$ cat config.mk
export PLATFORM = sky130hd
export DESIGN_NAME = depth_to_color_pixel_map
export DESIGN_NICKNAME = d
export VERILOG_FILES = /design/src/sv/dtc_pkg.sv /design/src/sv/depth_to_color_pixel_map.sv /design/src/sv/dtc_cfg.sv /design/src/sv/dtc_scale.sv /design/src/sv/dtc_div.sv /design/src/sv/dtc_place.sv
export SDC_FILE = /design/constraint.sdc
export NUM_CORES = 2
export LEC_CHECK = 0
export ABC_CLOCK_PERIOD_IN_PS = 21800
export BUFFER_PORTS_ARGS = -buffer_cell sky130_fd_sc_hd__clkbuf_2
export CAP_MARGIN = 10
export CORE_MARGIN = 4
export CORE_UTILIZATION = 60
export CTS_CLUSTER_DIAMETER = 200
export CTS_CLUSTER_SIZE = 40
export DETAILED_ROUTE_END_ITERATION = 10
export GPL_TIMING_DRIVEN = 0
export HOLD_SLACK_MARGIN = 0.02
export PLACE_DENSITY_LB_ADDON = 0.3
export SYNTH_ARGS = -nofsm -noshare
export SYNTH_HDL_FRONTEND = slang
export SYNTH_HIERARCHICAL = 1
export SYNTH_SLANG_ARGS = --single-unit
$ cat constraint.sdc
create_clock -name clk -period 21.8 [get_ports clk]
set_input_delay 1.09 -clock clk [delete_from_list [all_inputs] [get_ports clk]]
set_output_delay 1.09 -clock clk [all_outputs]
set_load 0.02 [all_outputs]
$ cat src/sv/dtc_pkg.sv
// shared types, widths and constants of the depth to color pixel map
`timescale 1ns / 1ps
`default_nettype none

package dtc_pkg;

  // frame of the color camera
  localparam int COLOR_WIDTH  = 1920;
  localparam int COLOR_HEIGHT = 1080;

  // field widths
  localparam int COL_W   = 9;
  localparam int MM_W    = 16;
  localparam int SCALE_W = 20;
  localparam int OFF_W   = 28;
  localparam int NUM_W   = 32;
  localparam int PIX_W   = 11;
  localparam int FRAC_W  = 16;
  localparam int PROD_W  = SCALE_W + COL_W;
  localparam int SX_W    = NUM_W + 3;
  localparam int SY_W    = PROD_W + 2;

  // divider: quotient bits resolved per stage
  localparam int DIV_BITS   = 4;
  localparam int DIV_STAGES = NUM_W / DIV_BITS;

  // accept edge to result strobe: scale stage, divider, sum stage, output stage
  localparam int LATENCY = DIV_STAGES + 3;

  // configuration port
  localparam int ADDR_W = 5;
  localparam int DATA_W = 32;
  localparam int IDX_W  = 3;

  typedef enum logic [IDX_W-1:0] {
    REG_SCALE_X   = 3'd0,
    REG_OFFSET_X  = 3'd1,
    REG_SCALE_Y   = 3'd2,
    REG_OFFSET_Y  = 3'd3,
    REG_SHIFT_NUM = 3'd4
  } reg_idx_t;

  typedef struct packed {
    logic        [SCALE_W-1:0] scale_x;
    logic signed [OFF_W-1:0]   offset_x;
    logic        [SCALE_W-1:0] scale_y;
    logic signed [OFF_W-1:0]   offset_y;
    logic        [NUM_W-1:0]   shift_num;
  } cfg_t;

  // what travels beside the divider
  typedef struct packed {
    logic              nz;
    logic [PROD_W-1:0] px;
    logic [PROD_W-1:0] py;
  } side_t;

  typedef struct packed {
    logic [MM_W-1:0]  rem;
    logic [NUM_W-1:0] num;
    logic [MM_W-1:0]  den;
    side_t            side;
  } div_word_t;

endpackage

`default_nettype wire

$ cat src/sv/depth_to_color_pixel_map.sv
// top level of the depth to color pixel map
`timescale 1ns / 1ps
`default_nettype none

// maps one depth pixel (column, row, depth in mm) to a color camera pixel:
// color_x = scale_x*col + offset_x + shift_num/depth, color_y = scale_y*row + offset_y,
// each an exact q.16 sum truncated toward zero, so sums in (-1,0) land on pixel zero.
// one word is taken per clock whenever start is high and busy is low; busy is high
// only while rst is asserted. every word gives exactly one result word, strobed by
// done for one cycle, after one scaling stage, eight stages of the 32-bit by
// 16-bit divider at four quotient bits each, a sum stage and the check/output
// stage. the receiver cannot stall, so nothing is held back.
// zero depth and pixels outside the color frame give hit low with both coordinates
// zero. columns and rows beyond the depth frame are mapped by the same formula.
// registers sit on the apb-style port at 4*index: scale_x, offset_x, scale_y,
// offset_y, shift_num; write them only while no word is in flight.

module depth_to_color_pixel_map (
  input  wire logic                          clk,
  input  wire logic                          rst,
  // pixel command
  input  wire logic                          start,
  output logic                               busy,
  input  wire logic [dtc_pkg::COL_W-1:0]     depth_col,
  input  wire logic [dtc_pkg::COL_W-1:0]     depth_row,
  input  wire logic [dtc_pkg::MM_W-1:0]      depth_mm,
  // result word
  output logic                               done,
  output logic                               hit,
  output logic      [dtc_pkg::PIX_W-1:0]     color_x,
  output logic      [dtc_pkg::PIX_W-1:0]     color_y,
  // configuration
  input  wire logic                          psel,
  input  wire logic                          penable,
  input  wire logic                          pwrite,
  input  wire logic [dtc_pkg::ADDR_W-1:0]    paddr,
  input  wire logic [dtc_pkg::DATA_W-1:0]    pwdata,
  output logic      [dtc_pkg::DATA_W-1:0]    prdata,
  output logic                               pready
);

  dtc_pkg::cfg_t   cfg;

  logic                          acc;
  logic                          sc_vld;
  logic [dtc_pkg::MM_W-1:0]      sc_den;
  dtc_pkg::side_t                sc_side;
  logic                          dv_vld;
  logic [dtc_pkg::NUM_W-1:0]     dv_quo;
  dtc_pkg::side_t                dv_side;

  // the pipeline never backs up; only reset turns words away
  assign busy = rst;
  assign acc  = start && !busy;

  dtc_cfg u_cfg (
    .clk     (clk),
    .rst     (rst),
    .psel    (psel),
    .penable (penable),
    .pwrite  (pwrite),
    .paddr   (paddr),
    .pwdata  (pwdata),
    .prdata  (prdata),
    .pready  (pready),
    .cfg     (cfg)
  );

  // focal products, registered before the divider
  dtc_scale u_scale (
    .clk       (clk),
    .rst       (rst),
    .in_vld    (acc),
    .depth_col (depth_col),
    .depth_row (depth_row),
    .depth_mm  (depth_mm),
    .cfg       (cfg),
    .out_vld   (sc_vld),
    .out_den   (sc_den),
    .out_side  (sc_side)
  );

  // baseline shift term shift_num/depth; zero depth is flagged and ignored later
  dtc_div u_div (
    .clk      (clk),
    .rst      (rst),
    .in_vld   (sc_vld),
    .in_num   (cfg.shift_num),
    .in_den   (sc_den),
    .in_side  (sc_side),
    .out_vld  (dv_vld),
    .out_quo  (dv_quo),
    .out_side (dv_side)
  );

  // sums, truncation and frame check
  dtc_place u_place (
    .clk     (clk),
    .rst     (rst),
    .in_vld  (dv_vld),
    .in_quo  (dv_quo),
    .in_side (dv_side),
    .cfg     (cfg),
    .done    (done),
    .hit     (hit),
    .color_x (color_x),
    .color_y (color_y)
  );

endmodule

`default_nettype wire

$ cat src/sv/dtc_cfg.sv
// configuration registers behind the apb-style port
`timescale 1ns / 1ps
`default_nettype none

module dtc_cfg (
  input  wire logic                         clk,
  input  wire logic                         rst,
  input  wire logic                         psel,
  input  wire logic                         penable,
  input  wire logic                         pwrite,
  input  wire logic [dtc_pkg::ADDR_W-1:0]   paddr,
  input  wire logic [dtc_pkg::DATA_W-1:0]   pwdata,
  output logic      [dtc_pkg::DATA_W-1:0]   prdata,
  output logic                              pready,
  output dtc_pkg::cfg_t                     cfg
);

  dtc_pkg::reg_idx_t idx;
  logic              wr;

  assign idx    = dtc_pkg::reg_idx_t'(paddr[dtc_pkg::ADDR_W-1:2]);
  assign pready = 1'b1;
  assign wr     = psel && penable && pwrite && pready;

  always_ff @(posedge clk) begin
    if (rst) begin
      cfg.scale_x   <= dtc_pkg::SCALE_W'(194080);
      cfg.offset_x  <= 28'sd12901600;
      cfg.scale_y   <= dtc_pkg::SCALE_W'(194080);
      cfg.offset_y  <= -28'sd5182000;
      cfg.shift_num <= 32'd3842185626;
    end else if (wr) begin
      unique case (idx)
        dtc_pkg::REG_SCALE_X:   cfg.scale_x   <= pwdata[dtc_pkg::SCALE_W-1:0];
        dtc_pkg::REG_OFFSET_X:  cfg.offset_x  <= pwdata[dtc_pkg::OFF_W-1:0];
        dtc_pkg::REG_SCALE_Y:   cfg.scale_y   <= pwdata[dtc_pkg::SCALE_W-1:0];
        dtc_pkg::REG_OFFSET_Y:  cfg.offset_y  <= pwdata[dtc_pkg::OFF_W-1:0];
        dtc_pkg::REG_SHIFT_NUM: cfg.shift_num <= pwdata[dtc_pkg::NUM_W-1:0];
        default: ;
      endcase
    end
  end

  always_comb begin
    unique case (idx)
      dtc_pkg::REG_SCALE_X:
        prdata = {{(dtc_pkg::DATA_W-dtc_pkg::SCALE_W){1'b0}}, cfg.scale_x};
      dtc_pkg::REG_OFFSET_X:
        prdata = {{(dtc_pkg::DATA_W-dtc_pkg::OFF_W){cfg.offset_x[dtc_pkg::OFF_W-1]}},
                  cfg.offset_x};
      dtc_pkg::REG_SCALE_Y:
        prdata = {{(dtc_pkg::DATA_W-dtc_pkg::SCALE_W){1'b0}}, cfg.scale_y};
      dtc_pkg::REG_OFFSET_Y:
        prdata = {{(dtc_pkg::DATA_W-dtc_pkg::OFF_W){cfg.offset_y[dtc_pkg::OFF_W-1]}},
                  cfg.offset_y};
      dtc_pkg::REG_SHIFT_NUM:
        prdata = cfg.shift_num;
      default:
        prdata = '0;
    endcase
  end

endmodule

`default_nettype wire

$ cat src/sv/dtc_scale.sv
// entry stage: focal scaling products and depth capture
`timescale 1ns / 1ps
`default_nettype none

module dtc_scale (
  input  wire logic                          clk,
  input  wire logic                          rst,
  input  wire logic                          in_vld,
  input  wire logic [dtc_pkg::COL_W-1:0]     depth_col,
  input  wire logic [dtc_pkg::COL_W-1:0]     depth_row,
  input  wire logic [dtc_pkg::MM_W-1:0]      depth_mm,
  input  wire dtc_pkg::cfg_t                 cfg,
  output logic                               out_vld,
  output logic      [dtc_pkg::MM_W-1:0]      out_den,
  output dtc_pkg::side_t                     out_side
);

  always_ff @(posedge clk) begin
    if (rst) begin
      out_vld <= 1'b0;
    end else begin
      out_vld <= in_vld;
    end
  end

  always_ff @(posedge clk) begin
    out_den     <= depth_mm;
    out_side.nz <= |depth_mm;
    out_side.px <= dtc_pkg::PROD_W'(cfg.scale_x) * dtc_pkg::PROD_W'(depth_col);
    out_side.py <= dtc_pkg::PROD_W'(cfg.scale_y) * dtc_pkg::PROD_W'(depth_row);
  end

endmodule

`default_nettype wire

$ cat src/sv/dtc_div.sv
// pipelined restoring divider, a few quotient bits per stage
`timescale 1ns / 1ps
`default_nettype none

module dtc_div (
  input  wire logic                          clk,
  input  wire logic                          rst,
  input  wire logic                          in_vld,
  input  wire logic [dtc_pkg::NUM_W-1:0]     in_num,
  input  wire logic [dtc_pkg::MM_W-1:0]      in_den,
  input  wire dtc_pkg::side_t                in_side,
  output logic                               out_vld,
  output logic      [dtc_pkg::NUM_W-1:0]     out_quo,
  output dtc_pkg::side_t                     out_side
);

  logic               vld  [dtc_pkg::DIV_STAGES];
  dtc_pkg::div_word_t word [dtc_pkg::DIV_STAGES];

  for (genvar g = 0; g < dtc_pkg::DIV_STAGES; g++) begin : g_stage
    dtc_pkg::div_word_t cur;
    dtc_pkg::div_word_t nxt;
    logic               vin;

    if (g == 0) begin : g_first
      assign vin       = in_vld;
      assign cur.rem   = '0;
      assign cur.num   = in_num;
      assign cur.den   = in_den;
      assign cur.side  = in_side;
    end else begin : g_rest
      assign vin = vld[g-1];
      assign cur = word[g-1];
    end

    // the quotient shifts in from the bottom of num as dividend bits leave the top
    always_comb begin
      logic [dtc_pkg::MM_W:0] t;
      nxt = cur;
      for (int k = 0; k < dtc_pkg::DIV_BITS; k++) begin
        t       = {nxt.rem, nxt.num[dtc_pkg::NUM_W-1]};
        nxt.num = {nxt.num[dtc_pkg::NUM_W-2:0], 1'b0};
        if (t >= {1'b0, nxt.den}) begin
          nxt.rem    = dtc_pkg::MM_W'(t - {1'b0, nxt.den});
          nxt.num[0] = 1'b1;
        end else begin
          nxt.rem = t[dtc_pkg::MM_W-1:0];
        end
      end
    end

    always_ff @(posedge clk) begin
      if (rst) begin
        vld[g] <= 1'b0;
      end else begin
        vld[g] <= vin;
      end
    end

    always_ff @(posedge clk) begin
      word[g] <= nxt;
    end
  end

  assign out_vld  = vld[dtc_pkg::DIV_STAGES-1];
  assign out_quo  = word[dtc_pkg::DIV_STAGES-1].num;
  assign out_side = word[dtc_pkg::DIV_STAGES-1].side;

endmodule

`default_nettype wire

$ cat src/sv/dtc_place.sv
// coordinate sums, truncation toward zero and frame check
`timescale 1ns / 1ps
`default_nettype none

module dtc_place (
  input  wire logic                          clk,
  input  wire logic                          rst,
  input  wire logic                          in_vld,
  input  wire logic [dtc_pkg::NUM_W-1:0]     in_quo,
  input  wire dtc_pkg::side_t                in_side,
  input  wire dtc_pkg::cfg_t                 cfg,
  output logic                               done,
  output logic                               hit,
  output logic      [dtc_pkg::PIX_W-1:0]     color_x,
  output logic      [dtc_pkg::PIX_W-1:0]     color_y
);

  localparam int XI_W = dtc_pkg::SX_W - dtc_pkg::FRAC_W;
  localparam int YI_W = dtc_pkg::SY_W - dtc_pkg::FRAC_W;

  // sum stage
  logic                             s_vld;
  logic                             s_nz;
  logic signed [dtc_pkg::SX_W-1:0]  sx;
  logic signed [dtc_pkg::SY_W-1:0]  sy;
  logic signed [dtc_pkg::SX_W-1:0]  sx_next;
  logic signed [dtc_pkg::SY_W-1:0]  sy_next;

  assign sx_next =
      $signed({{(dtc_pkg::SX_W-dtc_pkg::PROD_W){1'b0}}, in_side.px})
    + $signed({{(dtc_pkg::SX_W-dtc_pkg::OFF_W){cfg.offset_x[dtc_pkg::OFF_W-1]}},
               cfg.offset_x})
    + $signed({{(dtc_pkg::SX_W-dtc_pkg::NUM_W){1'b0}}, in_quo});
  assign sy_next =
      $signed({{(dtc_pkg::SY_W-dtc_pkg::PROD_W){1'b0}}, in_side.py})
    + $signed({{(dtc_pkg::SY_W-dtc_pkg::OFF_W){cfg.offset_y[dtc_pkg::OFF_W-1]}},
               cfg.offset_y});

  always_ff @(posedge clk) begin
    if (rst) begin
      s_vld <= 1'b0;
    end else begin
      s_vld <= in_vld;
    end
  end

  always_ff @(posedge clk) begin
    s_nz <= in_side.nz;
    sx   <= sx_next;
    sy   <= sy_next;
  end

  // check stage: a negative sum above -1.0 truncates to pixel zero
  logic [XI_W-1:0] xi;
  logic [YI_W-1:0] yi;
  logic            x_neg, y_neg, x_in, y_in, hit_next;

  assign xi    = sx[dtc_pkg::SX_W-1:dtc_pkg::FRAC_W];
  assign yi    = sy[dtc_pkg::SY_W-1:dtc_pkg::FRAC_W];
  assign x_neg = sx[dtc_pkg::SX_W-1];
  assign y_neg = sy[dtc_pkg::SY_W-1];
  assign x_in  = x_neg ? (&xi && |sx[dtc_pkg::FRAC_W-1:0])
                       : (xi < XI_W'(dtc_pkg::COLOR_WIDTH));
  assign y_in  = y_neg ? (&yi && |sy[dtc_pkg::FRAC_W-1:0])
                       : (yi < YI_W'(dtc_pkg::COLOR_HEIGHT));
  assign hit_next = s_nz && x_in && y_in;

  always_ff @(posedge clk) begin
    if (rst) begin
      done <= 1'b0;
    end else begin
      done <= s_vld;
    end
  end

  always_ff @(posedge clk) begin
    hit     <= hit_next;
    color_x <= (hit_next && !x_neg) ? xi[dtc_pkg::PIX_W-1:0] : '0;
    color_y <= (hit_next && !y_neg) ? yi[dtc_pkg::PIX_W-1:0] : '0;
  end

endmodule

`default_nettype wire

==> run metrics <==
status completed; CP arrival 14.65 ns; CTS buffer count 37; fin nets 8836; WL/cell 20.1 um; Hold-fix buffers, CTS 0; PostCTS Resize Cnt 0; root buffer cell clkbuf_16; commonest non-fill, non-tap cell in the layout dfxtp_1; CTS max path bufs 3; layout cells sized above 1 0.0832; Worst path max stage delay 0.69 ns; synthesized area 0.0730 sq mm; die height 357 um; CTS HTree Levels 2; area of the core 0.120 sq mm; worst hold margin 0.307 ns; worst-margin pin slew 1.35 ns; number of global-route vias before repair 54100; Period minus WS final 14.12 ns; final period utilization 0.648; most frequent cells in the layout dfxtp_1, ha_1, inv_1; Fmax 70.8 MHz; Crit path top cell by count ha_1; pin count of the biggest net entering global routing 41; top-area cell type share of the netlist area 0.344; syn nets 8684; wirelength, routed 189000 um; Via density 5.90; Most used DFF post-synth dfxtp_1; CP max-delay cell o31ai_1; Sink Count 1255; Final Max Slew Viols 0; First-pass DRT Iterations 5; Final Setup Violations 0; # fillers 10000; later-pin clock latency in the skew report 0.67 ns; total grt overflow 0; drt initial violations 4695; Area Overhead vs Synth 4.97%; Tot GR Track Use 0.290; register clock-pin slew on the reported worst setup and hold paths 0.15 ns; most area-consuming cells after synthesis dfxtp_1, ha_1, fa_1; post-detail-place hpwl 153000 um; Fin Setup TNS 0 ns; post-route ant nets 0; Reg2Reg Setup Slack 7.68 ns; Critical Path End Type flip-flop; flops & latches, synth 1255; sequential element share of the synthesized area 0.344; unique cell type count in the Yosys netlist 119; Slew HR 0.0884; Max Cap Viol 0; Warnings, synthesis 6; Die ar. 0.127 sq mm; first-pass GRT wire length 294000 um; initial antenna violation count 23; routability cong. 1.02; drt drc 0; Final Skew 0.0599 ns; Via Count 55500; Post-Syn Instances 7631; post-CTS setup buffer count 0; Starting Density 0.607; TritonCTS clock tree yes; startpoint class of the critical path flip-flop; # IOs 135; die width 357 um; Site Rows 127; fraction of registers with async set/reset 0; Buffers on Ports 112; synthesized area per cell 9.57 sq um; CP max FO 10; CP Data Required Time 22.34 ns; cell taking the most area after synthesis dfxtp_1; RSZ-0062 raised after global routing no; Post-synth EDFFs 0; Crit Path Category reg -> reg; Final Hold Viols 0; HP Class reg -> reg
## state kept, by name, indices dropped and copies added (netlist names), 11 cells and up
| name | count |
|---|---|
| u_cfg/cfg | 128 |
| u_place/color_y | 11 |
| u_place/sy | 31 |
| u_place/color_x | 11 |
| u_place/sx | 34 |
| u_scale/out_den | 16 |
| u_scale/out_side | 59 |
| u_div/word | 952 |
## worst max-delay path, delay by kind of cell (launching register included)
| family | cells | cell delay (ns) |
|---|---|---|
| simple gates | 9 | 2.00 |
| flops | 1 | 0.57 |
| mux | 4 | 1.55 |
| fa+ha+maj | 4 | 1.41 |
| compound gates | 21 | 5.99 |
| buf+inv | 8 | 2.44 |
## logic make-up after synthesis
logic type               after synthesis  synth area share
multiplexers                         508            0.0756
AND/OR/NAND/NOR                     2047             0.142
other                                  1         0.0000514
buffers and inverters                862            0.0465
adder cells (fa/ha/maj)              976             0.200
XOR/XNOR                             408            0.0490
AO/OA/AOI/OAI                       1574             0.143
flip-flops                          1255             0.344
## through the flow
step,instances,setup slack [ns],instance area (sq um),utilization
2_1_floorplan,7631,11.40,73000,-
3_3_place_gp,9355,8.30,75600,0.628
3_5_place_dp,9355,8.12,75600,0.628
6_report,9408,7.68,76600,0.637
5_1_grt,9398,6.88,76600,0.637
4_1_cts,9396,8.03,76600,0.637
## routing by layer
| metal | vias up | GRT usage | wire length, um |
|---|---|---|---|
| met5 | - | 0 | 80 |
| met4 | 12 | 0.0986 | 6960 |
| met3 | 309 | 0.0454 | 13800 |
| met2 | 1799 | 0.472 | 84900 |
| met1 | 26600 | 0.396 | 83400 |
| li1 | 26800 | - | - |
## Yosys cell counts, drive strengths merged, types with 107 or more instances
master and count:
dfxtp 1255, inv 663, ha 661, nand2 486
nor2 444, a21oi 425, o21ai 325, mux2 322
fa 315, xnor2 293, and2 240, mux2i 186
a21o 158, nand2b 150, nand3 139, clkbuf 134
nor3 125, nor2b 116, xor2 115, o21a 107
## cell type report
type                            count  area (sq um)  share of cell area
Antenna cell                       11          27.5            0.000359
Buffer                            196           895              0.0117
Clock buffer                       39           976              0.0127
Clock inverter                      2          38.8            0.000506
Inverter                          666          2500              0.0327
Multi-Input combinational cell   5514         44500               0.580
Sequential cell                  1255         25100               0.328
Tap cell                         1612          2020              0.0263
Timing Repair Buffer              113           566             0.00738
## path summary, 6_finish.rpt
kind,startpoint,end,cells after the start
min reg2reg,u_scale/out_side[28],u_div/word[0][28],0
max,u_div/word[0][429],u_div/word[1][113],46
min,u_scale/out_side[28],u_div/word[0][28],0
max reg2reg,u_div/word[0][429],u_div/word[1][113],46
Power is not shown: default switching activity piles up to over one toggle a cycle in this logic, so the estimate is an artifact.
